$ cat src/hdl/bud_pkg.sv
// Shared types and constants for the BOM-detecting text decoder.
// No dependencies; compile first.
`default_nettype none

package bud_pkg;

  localparam int CpW     = 21;
  localparam int PosOutW = 32;

  // result status codes
  localparam logic [1:0] StatusChar    = 2'd0;
  localparam logic [1:0] StatusInvalid = 2'd1;
  localparam logic [1:0] StatusEnd     = 2'd2;

  // text encodings
  localparam logic [1:0] EncUtf8    = 2'd0;
  localparam logic [1:0] EncUtf16Be = 2'd1;
  localparam logic [1:0] EncUtf16Le = 2'd2;

  // byte-order mark bytes
  localparam logic [7:0] ByteFe = 8'hFE;
  localparam logic [7:0] ByteFf = 8'hFF;
  localparam logic [7:0] ByteEf = 8'hEF;
  localparam logic [7:0] ByteBb = 8'hBB;
  localparam logic [7:0] ByteBf = 8'hBF;

  // UTF-16 surrogate tags (unit bits 15:10, any-surrogate tag bits 15:11) and supplementary base
  localparam logic [5:0]     SurrHighTag = 6'b110110;
  localparam logic [5:0]     SurrLowTag  = 6'b110111;
  localparam logic [4:0]     SurrAnyTag  = 5'b11011;
  localparam logic [CpW-1:0] SuppBase    = 21'h10000;

  localparam logic [CpW-1:0] CharCr = 21'h0D;
  localparam logic [CpW-1:0] CharLf = 21'h0A;

  typedef struct packed {
    logic [CpW-1:0]     code_point;
    logic [1:0]         status;
    logic [PosOutW-1:0] row;
    logic [PosOutW-1:0] column;
    logic [PosOutW-1:0] offset;
    logic [1:0]         encoding;
    logic               last_of_run;
  } res_t;

endpackage

`default_nettype wire

$ cat src/hdl/bud_in_if.sv
// Input channel of the text decoder: one raw byte or an end mark per word.
// Depends on bud_pkg.
`default_nettype none

interface bud_in_if;
  import bud_pkg::*;

  logic       valid;
  logic       ready;
  logic [7:0] data_byte;
  logic       end_marker;

  modport source (output valid, output data_byte, output end_marker, input ready);
  modport sink   (input valid, input data_byte, input end_marker, output ready);
endinterface

`default_nettype wire

$ cat src/hdl/bud_out_if.sv
// Output channel of the text decoder: one decoded character with position per word.
// Depends on bud_pkg.
`default_nettype none

interface bud_out_if;
  import bud_pkg::*;

  logic               valid;
  logic               ready;
  logic [CpW-1:0]     code_point;
  logic [1:0]         status;
  logic [PosOutW-1:0] row;
  logic [PosOutW-1:0] column;
  logic [PosOutW-1:0] offset;
  logic [1:0]         encoding;
  logic               last_of_run;

  modport source (output valid, output code_point, output status, output row,
                  output column, output offset, output encoding, output last_of_run,
                  input ready);
  modport sink   (input valid, input code_point, input status, input row,
                  input column, input offset, input encoding, input last_of_run,
                  output ready);
endinterface

`default_nettype wire

$ cat src/hdl/bom_utf_decoder_with_position.sv
// BOM-detecting UTF-8 / UTF-16 decoder with row, column and offset tracking.
// Results are registered in the output queue. Throughput: one byte per cycle while at
//   most one word waits; a byte or end mark that breaks an unfinished mark can give two
//   results, which the 3-entry output queue drains one per cycle while out_o.ready is
//   high, holding input off meanwhile. Depends on bud_pkg, bud_in_if, bud_out_if.
// Reset (rst_ni low, async): mark search restarts, encoding UTF-8, counters zero,
//   output queue empty.
`default_nettype none

module bom_utf_decoder_with_position #(
  parameter int unsigned POSITION_BITS = 32
) (
  input  logic      clk_i,
  input  logic      rst_ni,
  bud_in_if.sink    in_i,
  bud_out_if.source out_o
);
  import bud_pkg::*;

  localparam int PosW = int'(POSITION_BITS);
  localparam int ExtW = (PosW > PosOutW) ? PosW : PosOutW;

  // mark search stages
  localparam logic [2:0] StageStart = 3'd0;
  localparam logic [2:0] StageFe    = 3'd1;
  localparam logic [2:0] StageFf    = 3'd2;
  localparam logic [2:0] StageEf    = 3'd3;
  localparam logic [2:0] StageEfbb  = 3'd4;
  localparam logic [2:0] StageDone  = 3'd5;

  // ---------------------------------------------------------------------------
  // Decoder state
  // ---------------------------------------------------------------------------
  logic [2:0]      stage_q, stage_d;
  logic [1:0]      enc_q, enc_d;
  logic [CpW-1:0]  part_q, part_d;     // UTF-8 partial value
  logic [1:0]      rem_q, rem_d;       // UTF-8 continuation bytes still due
  logic [8:0]      pend_q, pend_d;     // UTF-16 first byte, bit 8 = held
  logic [10:0]     hs_q, hs_d;         // high surrogate, bit 10 = held
  logic            cr_q, cr_d;         // last character was CR
  logic [PosW-1:0] row_q, row_d;
  logic [PosW-1:0] col_q, col_d;
  logic [PosW-1:0] off_q, off_d;

  logic       accept;
  logic [7:0] b;
  logic       in_end;

  assign accept = in_i.valid && in_i.ready;
  assign b      = in_i.data_byte;
  assign in_end = in_i.end_marker;

  // ---------------------------------------------------------------------------
  // One-pass step: mark search, held-byte replay, decode and position update.
  // A broken mark can replay FE or FF (an invalid lead) ahead of the current
  // byte, so a step gives an optional invalid word plus at most one main word.
  // ---------------------------------------------------------------------------
  logic            matched;
  logic            pre_inv;
  logic            do_feed;
  logic            do_end;
  logic [CpW-1:0]  eff_part;
  logic [1:0]      eff_rem;
  logic            is_char;
  logic [CpW-1:0]  char_cp;
  logic [CpW-1:0]  shifted;
  logic [15:0]     unit;
  logic            main_vld;
  logic [1:0]      main_st;
  logic            newline;

  always_comb begin
    stage_d  = stage_q;
    enc_d    = enc_q;
    part_d   = part_q;
    rem_d    = rem_q;
    pend_d   = pend_q;
    hs_d     = hs_q;
    cr_d     = cr_q;
    row_d    = row_q;
    col_d    = col_q;
    off_d    = off_q;
    matched  = 1'b0;
    pre_inv  = 1'b0;
    do_feed  = 1'b0;
    do_end   = 1'b0;
    eff_part = part_q;
    eff_rem  = rem_q;
    is_char  = 1'b0;
    char_cp  = '0;
    shifted  = '0;
    unit     = '0;
    main_vld = 1'b0;
    main_st  = StatusChar;
    newline  = 1'b0;

    if (stage_q != StageDone) begin
      // replayed prefix: FE / FF are invalid leads, EF and EF BB open a 3-byte form
      pre_inv = (stage_q == StageFe) || (stage_q == StageFf);
      if (stage_q == StageEf) begin
        eff_rem  = 2'd2;
        eff_part = CpW'(ByteEf[3:0]);
      end else if (stage_q == StageEfbb) begin
        eff_rem  = 2'd1;
        eff_part = CpW'({ByteEf[3:0], ByteBb[5:0]});
      end

      if (in_end) begin
        enc_d   = EncUtf8;
        stage_d = StageDone;
        do_end  = 1'b1;
      end else begin
        unique case (stage_q)
          StageStart: begin
            if (b == ByteFe) begin
              matched = 1'b1;
              stage_d = StageFe;
            end else if (b == ByteFf) begin
              matched = 1'b1;
              stage_d = StageFf;
            end else if (b == ByteEf) begin
              matched = 1'b1;
              stage_d = StageEf;
            end
          end
          StageFe: begin
            if (b == ByteFf) begin
              matched = 1'b1;
              stage_d = StageDone;
              enc_d   = EncUtf16Be;
            end
          end
          StageFf: begin
            if (b == ByteFe) begin
              matched = 1'b1;
              stage_d = StageDone;
              enc_d   = EncUtf16Le;
            end
          end
          StageEf: begin
            if (b == ByteBb) begin
              matched = 1'b1;
              stage_d = StageEfbb;
            end
          end
          default: begin
            if (b == ByteBf) begin
              matched = 1'b1;
              stage_d = StageDone;
              enc_d   = EncUtf8;
            end
          end
        endcase

        if (matched) begin
          pre_inv = 1'b0;
        end else begin
          enc_d   = EncUtf8;
          stage_d = StageDone;
          part_d  = eff_part;
          rem_d   = eff_rem;
          do_feed = 1'b1;
        end
      end
    end else if (in_end) begin
      do_end = 1'b1;
    end else begin
      do_feed = 1'b1;
    end

    if (do_end) begin
      part_d   = '0;
      rem_d    = '0;
      pend_d   = '0;
      hs_d     = '0;
      main_vld = 1'b1;
      main_st  = StatusEnd;
    end

    if (do_feed) begin
      if (enc_d == EncUtf8) begin
        if (eff_rem == 2'd0) begin
          if (b[7] == 1'b0) begin
            is_char = 1'b1;
            char_cp = CpW'(b);
          end else if (b[7:5] == 3'b110) begin
            part_d = CpW'(b[4:0]);
            rem_d  = 2'd1;
          end else if (b[7:4] == 4'b1110) begin
            part_d = CpW'(b[3:0]);
            rem_d  = 2'd2;
          end else if (b[7:3] == 5'b11110) begin
            part_d = CpW'(b[2:0]);
            rem_d  = 2'd3;
          end else begin
            main_vld = 1'b1;
            main_st  = StatusInvalid;
          end
        end else begin
          shifted = {eff_part[CpW-7:0], b[5:0]};
          rem_d   = eff_rem - 2'd1;
          if (eff_rem == 2'd1) begin
            is_char = 1'b1;
            char_cp = shifted;
            part_d  = '0;
          end else begin
            part_d = shifted;
          end
        end
      end else begin
        if (!pend_q[8]) begin
          pend_d = {1'b1, b};
        end else begin
          pend_d = '0;
          unit   = (enc_d == EncUtf16Le) ? {b, pend_q[7:0]} : {pend_q[7:0], b};
          if (hs_q[10]) begin
            hs_d = '0;
            if (unit[15:10] == SurrLowTag) begin
              is_char = 1'b1;
              char_cp = {1'b0, hs_q[9:0], unit[9:0]} + SuppBase;
            end else begin
              main_vld = 1'b1;
              main_st  = StatusInvalid;
            end
          end else if (unit[15:11] != SurrAnyTag) begin
            is_char = 1'b1;
            char_cp = CpW'(unit);
          end else if (unit[15:10] == SurrHighTag) begin
            hs_d = {1'b1, unit[9:0]};
          end else begin
            main_vld = 1'b1;
            main_st  = StatusInvalid;
          end
        end
      end
    end

    // position update for a decoded character, saturating counters
    if (is_char) begin
      main_vld = 1'b1;
      main_st  = StatusChar;
      newline  = (char_cp == CharCr) || ((char_cp == CharLf) && !cr_q);
      if (newline) begin
        row_d = (row_q == '1) ? row_q : row_q + 1'b1;
        col_d = '0;
      end else begin
        col_d = (col_q == '1) ? col_q : col_q + 1'b1;
      end
      off_d = (off_q == '1) ? off_q : off_q + 1'b1;
      cr_d  = (char_cp == CharCr);
    end
  end

  // ---------------------------------------------------------------------------
  // Result words for this step
  // ---------------------------------------------------------------------------
  logic [ExtW-1:0] row_cur_x, col_cur_x, off_cur_x;
  logic [ExtW-1:0] row_nxt_x, col_nxt_x, off_nxt_x;
  res_t            inv_res, main_res, first_res;
  logic [1:0]      n_res;

  assign row_cur_x = ExtW'(row_q);
  assign col_cur_x = ExtW'(col_q);
  assign off_cur_x = ExtW'(off_q);
  assign row_nxt_x = ExtW'(row_d);
  assign col_nxt_x = ExtW'(col_d);
  assign off_nxt_x = ExtW'(off_d);

  always_comb begin
    inv_res.code_point  = '0;
    inv_res.status      = StatusInvalid;
    inv_res.row         = row_cur_x[PosOutW-1:0];
    inv_res.column      = col_cur_x[PosOutW-1:0];
    inv_res.offset      = off_cur_x[PosOutW-1:0];
    inv_res.encoding    = enc_d;
    inv_res.last_of_run = !main_vld;

    main_res.code_point  = is_char ? char_cp : '0;
    main_res.status      = main_st;
    main_res.row         = row_nxt_x[PosOutW-1:0];
    main_res.column      = col_nxt_x[PosOutW-1:0];
    main_res.offset      = off_nxt_x[PosOutW-1:0];
    main_res.encoding    = enc_d;
    main_res.last_of_run = 1'b1;

    first_res = pre_inv ? inv_res : main_res;
    n_res     = {1'b0, pre_inv} + {1'b0, main_vld};
  end

  // ---------------------------------------------------------------------------
  // Output queue: 3 words, head at entry 0. Input is taken while at most one
  // word waits, so a two-word step always fits.
  // ---------------------------------------------------------------------------
  res_t       q_q [3];
  res_t       q_d [3];
  logic [1:0] cnt_q, cnt_d;
  logic       pop;
  logic [1:0] base;

  assign pop = (cnt_q != 2'd0) && out_o.ready;

  always_comb begin
    for (int i = 0; i < 3; i++) begin
      q_d[i] = q_q[i];
    end
    if (pop) begin
      for (int i = 0; i < 2; i++) begin
        q_d[i] = q_q[i + 1];
      end
    end
    base  = cnt_q - {1'b0, pop};
    cnt_d = base;
    if (accept) begin
      if (n_res != 2'd0) begin
        q_d[base] = first_res;
      end
      if (n_res == 2'd2) begin
        q_d[base + 2'd1] = main_res;
      end
      cnt_d = base + n_res;
    end
  end

  assign in_i.ready = (cnt_q == 2'd0) || (cnt_q == 2'd1);

  assign out_o.valid       = (cnt_q != 2'd0);
  assign out_o.code_point  = q_q[0].code_point;
  assign out_o.status      = q_q[0].status;
  assign out_o.row         = q_q[0].row;
  assign out_o.column      = q_q[0].column;
  assign out_o.offset      = q_q[0].offset;
  assign out_o.encoding    = q_q[0].encoding;
  assign out_o.last_of_run = q_q[0].last_of_run;

  // ---------------------------------------------------------------------------
  // Registers
  // ---------------------------------------------------------------------------
  always_ff @(posedge clk_i or negedge rst_ni) begin
    if (!rst_ni) begin
      stage_q <= StageStart;
      enc_q   <= EncUtf8;
      part_q  <= '0;
      rem_q   <= '0;
      pend_q  <= '0;
      hs_q    <= '0;
      cr_q    <= 1'b0;
      row_q   <= '0;
      col_q   <= '0;
      off_q   <= '0;
      cnt_q   <= '0;
    end else begin
      cnt_q <= cnt_d;
      if (accept) begin
        stage_q <= stage_d;
        enc_q   <= enc_d;
        part_q  <= part_d;
        rem_q   <= rem_d;
        pend_q  <= pend_d;
        hs_q    <= hs_d;
        cr_q    <= cr_d;
        row_q   <= row_d;
        col_q   <= col_d;
        off_q   <= off_d;
      end
    end
  end

  always_ff @(posedge clk_i) begin
    for (int i = 0; i < 3; i++) begin
      q_q[i] <= q_d[i];
    end
  end

  // ---------------------------------------------------------------------------
  // Assertions
  // ---------------------------------------------------------------------------
  // an end word always produces at least one result
  a_end_gives_word: assert property (@(posedge clk_i) disable iff (!rst_ni)
    (accept && in_end) |=> (cnt_q != 2'd0))
    else $error("end word left no result queued");

  // a held high surrogate only exists in UTF-16 mode
  a_hs_utf16: assert property (@(posedge clk_i) disable iff (!rst_ni)
    hs_q[10] |-> (enc_q != EncUtf8))
    else $error("high surrogate held in UTF-8 mode");

  // UTF-8 continuation count only runs in UTF-8 mode
  a_rem_utf8: assert property (@(posedge clk_i) disable iff (!rst_ni)
    (rem_q != 2'd0) |-> (enc_q == EncUtf8))
    else $error("UTF-8 sequence open in UTF-16 mode");

  // while the mark is undecided no decode state is held
  a_mark_clean: assert property (@(posedge clk_i) disable iff (!rst_ni)
    (stage_q != StageDone) |-> ((rem_q == 2'd0) && !pend_q[8] && !hs_q[10]))
    else $error("decode state held during mark search");

  // end and invalid words carry a zero code point
  a_noncode_zero: assert property (@(posedge clk_i) disable iff (!rst_ni)
    (out_o.valid && (out_o.status != StatusChar)) |-> (out_o.code_point == '0))
    else $error("non-character word with nonzero code point");

endmodule

`default_nettype wire
$ cat src/flat_wrapper.sv
// flat-port wrapper written by rule: the top's interface ports become plain ports
module bom_utf_decoder_with_position_flat import bud_pkg::*;
#(
  parameter int unsigned POSITION_BITS = 32
)
  (clk_i, rst_ni, in_i_valid, in_i_data_byte, in_i_end_marker, in_i_ready, out_o_valid, out_o_code_point, out_o_status, out_o_row, out_o_column, out_o_offset, out_o_encoding, out_o_last_of_run, out_o_ready);
  bud_in_if in_i_i ();
  bud_out_if out_o_i ();
  input  logic clk_i;
  input  logic rst_ni;
  input wire logic [$bits(in_i_i.valid)-1:0] in_i_valid;
  input wire logic [$bits(in_i_i.data_byte)-1:0] in_i_data_byte;
  input wire logic [$bits(in_i_i.end_marker)-1:0] in_i_end_marker;
  output wire logic [$bits(in_i_i.ready)-1:0] in_i_ready;
  output wire logic [$bits(out_o_i.valid)-1:0] out_o_valid;
  output wire logic [$bits(out_o_i.code_point)-1:0] out_o_code_point;
  output wire logic [$bits(out_o_i.status)-1:0] out_o_status;
  output wire logic [$bits(out_o_i.row)-1:0] out_o_row;
  output wire logic [$bits(out_o_i.column)-1:0] out_o_column;
  output wire logic [$bits(out_o_i.offset)-1:0] out_o_offset;
  output wire logic [$bits(out_o_i.encoding)-1:0] out_o_encoding;
  output wire logic [$bits(out_o_i.last_of_run)-1:0] out_o_last_of_run;
  input wire logic [$bits(out_o_i.ready)-1:0] out_o_ready;
  assign in_i_i.valid = in_i_valid;
  assign in_i_i.data_byte = in_i_data_byte;
  assign in_i_i.end_marker = in_i_end_marker;
  assign in_i_ready = in_i_i.ready;
  assign out_o_valid = out_o_i.valid;
  assign out_o_code_point = out_o_i.code_point;
  assign out_o_status = out_o_i.status;
  assign out_o_row = out_o_i.row;
  assign out_o_column = out_o_i.column;
  assign out_o_offset = out_o_i.offset;
  assign out_o_encoding = out_o_i.encoding;
  assign out_o_last_of_run = out_o_i.last_of_run;
  assign out_o_i.ready = out_o_ready;
  bom_utf_decoder_with_position #(.POSITION_BITS(POSITION_BITS)) u_core (.clk_i(clk_i), .rst_ni(rst_ni), .in_i(in_i_i), .out_o(out_o_i));
endmodule
$ cat config.mk
export PLATFORM = sky130hd
export DESIGN_NAME = bom_utf_decoder_with_position_flat
export DESIGN_NICKNAME = d
export VERILOG_FILES = /design/src/hdl/bud_pkg.sv /design/src/hdl/bud_in_if.sv /design/src/hdl/bud_out_if.sv /design/src/hdl/bom_utf_decoder_with_position.sv /design/src/flat_wrapper.sv
export SDC_FILE = /design/constraint.sdc
export NUM_CORES = 2
export LEC_CHECK = 0
export ABC_AREA = 0
export ABC_CLOCK_PERIOD_IN_PS = 13500
export BUFFER_PORTS_ARGS = -buffer_cell sky130_fd_sc_hd__clkbuf_2
export CAP_MARGIN = 10
export CORE_MARGIN = 2
export CORE_UTILIZATION = 60
export DETAILED_ROUTE_END_ITERATION = 6
export GPL_TIMING_DRIVEN = 0
export PLACE_DENSITY = 0.78
export SETUP_SLACK_MARGIN = 0.2
export SLEW_MARGIN = 10
export SYNTH_ARGS = -nofsm -noshare
export SYNTH_HDL_FRONTEND = slang
export SYNTH_SLANG_ARGS = --single-unit
export TNS_END_PERCENT = 50
$ cat constraint.sdc
create_clock -name clk_i -period 13.5 [get_ports clk_i]
set_clock_uncertainty 0.05 [all_clocks]
set_input_delay 1.35 -clock clk_i [delete_from_list [all_inputs] [get_ports clk_i]]
set_output_delay 1.35 -clock clk_i [all_outputs]
set_load 0.01 [all_outputs]
==> impl_metrics.env <==
export IMPL_leakage_nw=13.0
export IMPL_setup_ws_ns=4.57
export IMPL_grt_pass1_vias=27700
export IMPL_reg2reg_depth=22
export IMPL_ys_warn_count=0
export IMPL_seq_area_um2=12100
export IMPL_arrival_ns=9.38
export IMPL_setup_viol_count_final=0
export IMPL_cts_tree="yes"
export IMPL_worst_r2r_setup_slack_ns=5.10
export IMPL_max_freq_mhz=112
export IMPL_crit_path_max_incr_delay_ns=0.94
export IMPL_place_ws_ns=4.66
export IMPL_cp_required_ns=13.96
export IMPL_antenna_found_initial=6
export IMPL_avgSynthCellArea_um2=8.25
export IMPL_holdCritPathClass="reg -> reg"
export IMPL_clkLatencyLatePin_ns=0.64
export IMPL_synth_cell_types=92
export IMPL_ys_seq_area_share_pct=41.4
export IMPL_die_area_um2=50300
export IMPL_netlist_instances=3530
export IMPL_fillers=4079
export IMPL_synthToLayoutAreaGrowth_pct=11.8
export IMPL_worst_setup_path_start_kind="input port"
export IMPL_drive_gt1_share_pct=11.7
export IMPL_ys_ff_latch=507
export IMPL_synth_most_common_cell="nand2_1"
export IMPL_worstMarginPinSlew_ns=1.45
export IMPL_finalHoldWorstSlack_ns=0.430
export IMPL_rows=80
export IMPL_path_class="in -> reg"
export IMPL_routed_wl_um=118000
export IMPL_r2r_end="u_core.q_q[0][216]"
export IMPL_ios=137
export IMPL_syn_nets=3551
export IMPL_drtIter0Drc=5418
export IMPL_post_cts_buffers=0
export IMPL_firstDrtPassIters=7
export IMPL_multiInputGateArea_um2=14700
export IMPL_grt_ovfl_total=0
export IMPL_slowest_stage="nor2_1"
export IMPL_numPortBuffers=132
export IMPL_ys_top_cells_by_area="dfxtp_1 17%, edfxtp_1 13%, dfrtp_1 12%, nand2_1 7.6%, a21oi_1 5.3%"
export IMPL_core_um2=47800
export IMPL_status="complete, but fails checks"
export IMPL_synth_top_area_share_pct=16.8
export IMPL_die_x_um=224
export IMPL_ctsResizeCount=0
export IMPL_cap_violations=0
export IMPL_synth_compound_area_share_pct=22.5
export IMPL_vias=30400
export IMPL_cp_startpoint="in_i_data_byte[2]"
export IMPL_yosys_area_share_adder_pct=0.344
export IMPL_timing_rr_start="u_core.stage_q[2]"
export IMPL_crit_path_end_kind="flip-flop"
export IMPL_min_period_over_period_pct=66.1
export IMPL_place_gp_congestion=1.05
export IMPL_synth_simple_area_share_pct=19.7
export IMPL_hold_viol=0
export IMPL_synth_top_family_by_area="compound AO/OA/AOI/OAI gates"
export IMPL_synth_async_sr_flop_share_pct=27.8
export IMPL_timing_setup_tns_ns=0
export IMPL_grtUsageTotal_pct=45.8
export IMPL_synth_commonest_cells="587 x nand2_1, 308 x a21oi_1, 251 x clkbuf_1"
export IMPL_layout_nets=3745
export IMPL_timing_slew_headroom_pct=2.10
export IMPL_rsz0062_at_grt="false"
export IMPL_antenna_left=0
export IMPL_clk_pin_slew_ns=0.06
export IMPL_grt_max_degree=75
export IMPL_vdd_drop_max_mv=0.171
export IMPL_start_util_pct=60.9
export IMPL_finalCriticalPeriod_ns=8.93
export IMPL_slew_violations=0
export IMPL_die_y_um=224
export IMPL_synth_edf_count=122
export IMPL_dp_hpwl_um=82300
export IMPL_cts_buffers=55
export IMPL_power_density_nw_per_um2=221
export IMPL_endpoint="u_core.q_q[0][216]"
export IMPL_muxShareOfSynthArea_pct=4.60
export IMPL_wl_per_cell_um=27.0
export IMPL_hold_buffers=0
export IMPL_htreeDepth=2
export IMPL_critical_path_peak_fanout=10
export IMPL_crit_chain="clkbuf_2 -> buf_2 -> nand3_1 -> nor3_1 -> and3_1 -> nor3_1 -> or4b_4 -> or4_1 -> buf_2 -> nand3_1 -> buf_2 -> nor2_1 -> nand2_1 -> inv_1 -> ha_1 -> or3_1 -> nor2_1 -> nand2_1 -> nand2_1 -> clkbuf_1 -> buf_1 -> a21oi_1 -> a31oi_1 -> o21ai_0"
export IMPL_ys_flop_type="dfxtp_1"
export IMPL_grt_pass1_wl_um=173000
export IMPL_violations="DRC"
export IMPL_drc=16
export IMPL_viasPerCell=6.93
export IMPL_synth_top_area_cell="dfxtp_1"
export IMPL_netlist_area_um2=29100
export IMPL_yosys_area_share_xor_xnor_pct=3.37
export IMPL_clk_path_buf_depth=3
export IMPL_cts_root_buf="clkbuf_16"
export IMPL_clock_sink_count=507
metal layers:
| layer | vias up | track usage [%] | part of all wire [%] |
|---|---|---|---|
| met5 | - | 0.978 | 0.096 |
| met4 | 8 | 30.1 | 7.7 |
| met3 | 607 | 14.6 | 16 |
| met2 | 2578 | 65.1 | 40 |
| met1 | 14200 | 59.7 | 36 |
| li1 | 13100 | - | - |
logic make-up (layout without fill, tap and decap cells):
kind of cell,Yosys count,count (layout)
other,0,2
adders and majority gates,8,8
DFF,507,507
buffers and inverters,479,719
xor gates and xnor gates,112,112
AOI/OAI and AO/OA,1043,1043
and+or+nand+nor,1247,1247
muxes,134,134
how the worst min path moves through the flow:
stage / from / endpoint / slack (ns) / cells past startpoint
6_report: u_core.q_q[0][139] / u_core.q_q[0][139] / 0.43 / 2
5_1_grt: u_core.q_q[0][125] / u_core.q_q[0][125] / 0.46 / 2
2_1_floorplan: u_core.hs_q[4] / u_core.hs_q[4] / 0.39 / 2
3_3_place_gp: u_core.q_q[0][136] / u_core.q_q[0][14] / 0.41 / 2
3_5_place_dp: u_core.q_q[0][136] / u_core.q_q[0][14] / 0.42 / 2
4_1_cts: u_core.q_q[0][133] / u_core.q_q[0][11] / 0.43 / 2
registers in the layout, summed over array words and instances, names as in the netlist:
signal	count
u_core.stage_q	3
u_core.cnt_q	2
u_core.row_cur_x	32
u_core.enc_q	2
u_core.off_cur_x	32
u_core.pend_q	9
u_core.q_q	366
u_core.rem_q	2
u_core.part_q	15
u_core.cr_q	1
u_core.hs_q	11
u_core.col_cur_x	32
layout by cell type, fill, tap and decap left out, drive strengths merged, types with 76 or more instances in the layout:
cell type  count
o22ai        123
nand2        587
mux2i        134
a31oi         76
edfxtp       122
nor3          97
buf          202
o21ai        263
dfrtp        141
clkbuf       466
nand3        123
nor2         231
dfxtp        244
a21oi        308
layout make-up:
class / instances / area share, %
sequential: 507 / 37.1
antenna: 2 / 0.0154
clock buffer: 83 / 5.11
tap: 615 / 2.36
clock inverter: 20 / 0.703
buffer: 448 / 6.78
inverter: 31 / 0.357
multi-input combinational: 2544 / 45.2
timing repair buffer: 137 / 2.38
where the power goes:
part	switching, mW	total (mW)	internal, mW
combinational	1.89	3.04	1.15
clock	0.671	1.61	0.943
sequential	0.353	2.55	2.19
total	2.91	7.20	4.29
per-stage QoR:
| stage | total power [mW] | util, % | instance area [um2] | std cells |
|---|---|---|---|---|
| floorplan | 4.37 | - | 29100 | 3530 |
| CTS | 7.01 | 68.1 | 32600 | 4385 |
| global route | 7.43 | 68.1 | 32600 | 4385 |
| detailed placement | 5.42 | 64.1 | 30700 | 4282 |
| finish | 7.20 | 68.1 | 32600 | 4387 |
| global placement | 5.37 | 63.9 | 30600 | 4277 |
worst max-delay path, delay by kind of cell:
kind / cells / cell delay (ns)
AOI/OAI and AO/OA: 3 / 0.41
adders and majority gates: 1 / 0.25
buffers and inverters: 7 / 2.57
and+or+nand+nor: 13 / 4.76
Note: power is estimated with default switching activity, not from simulation.
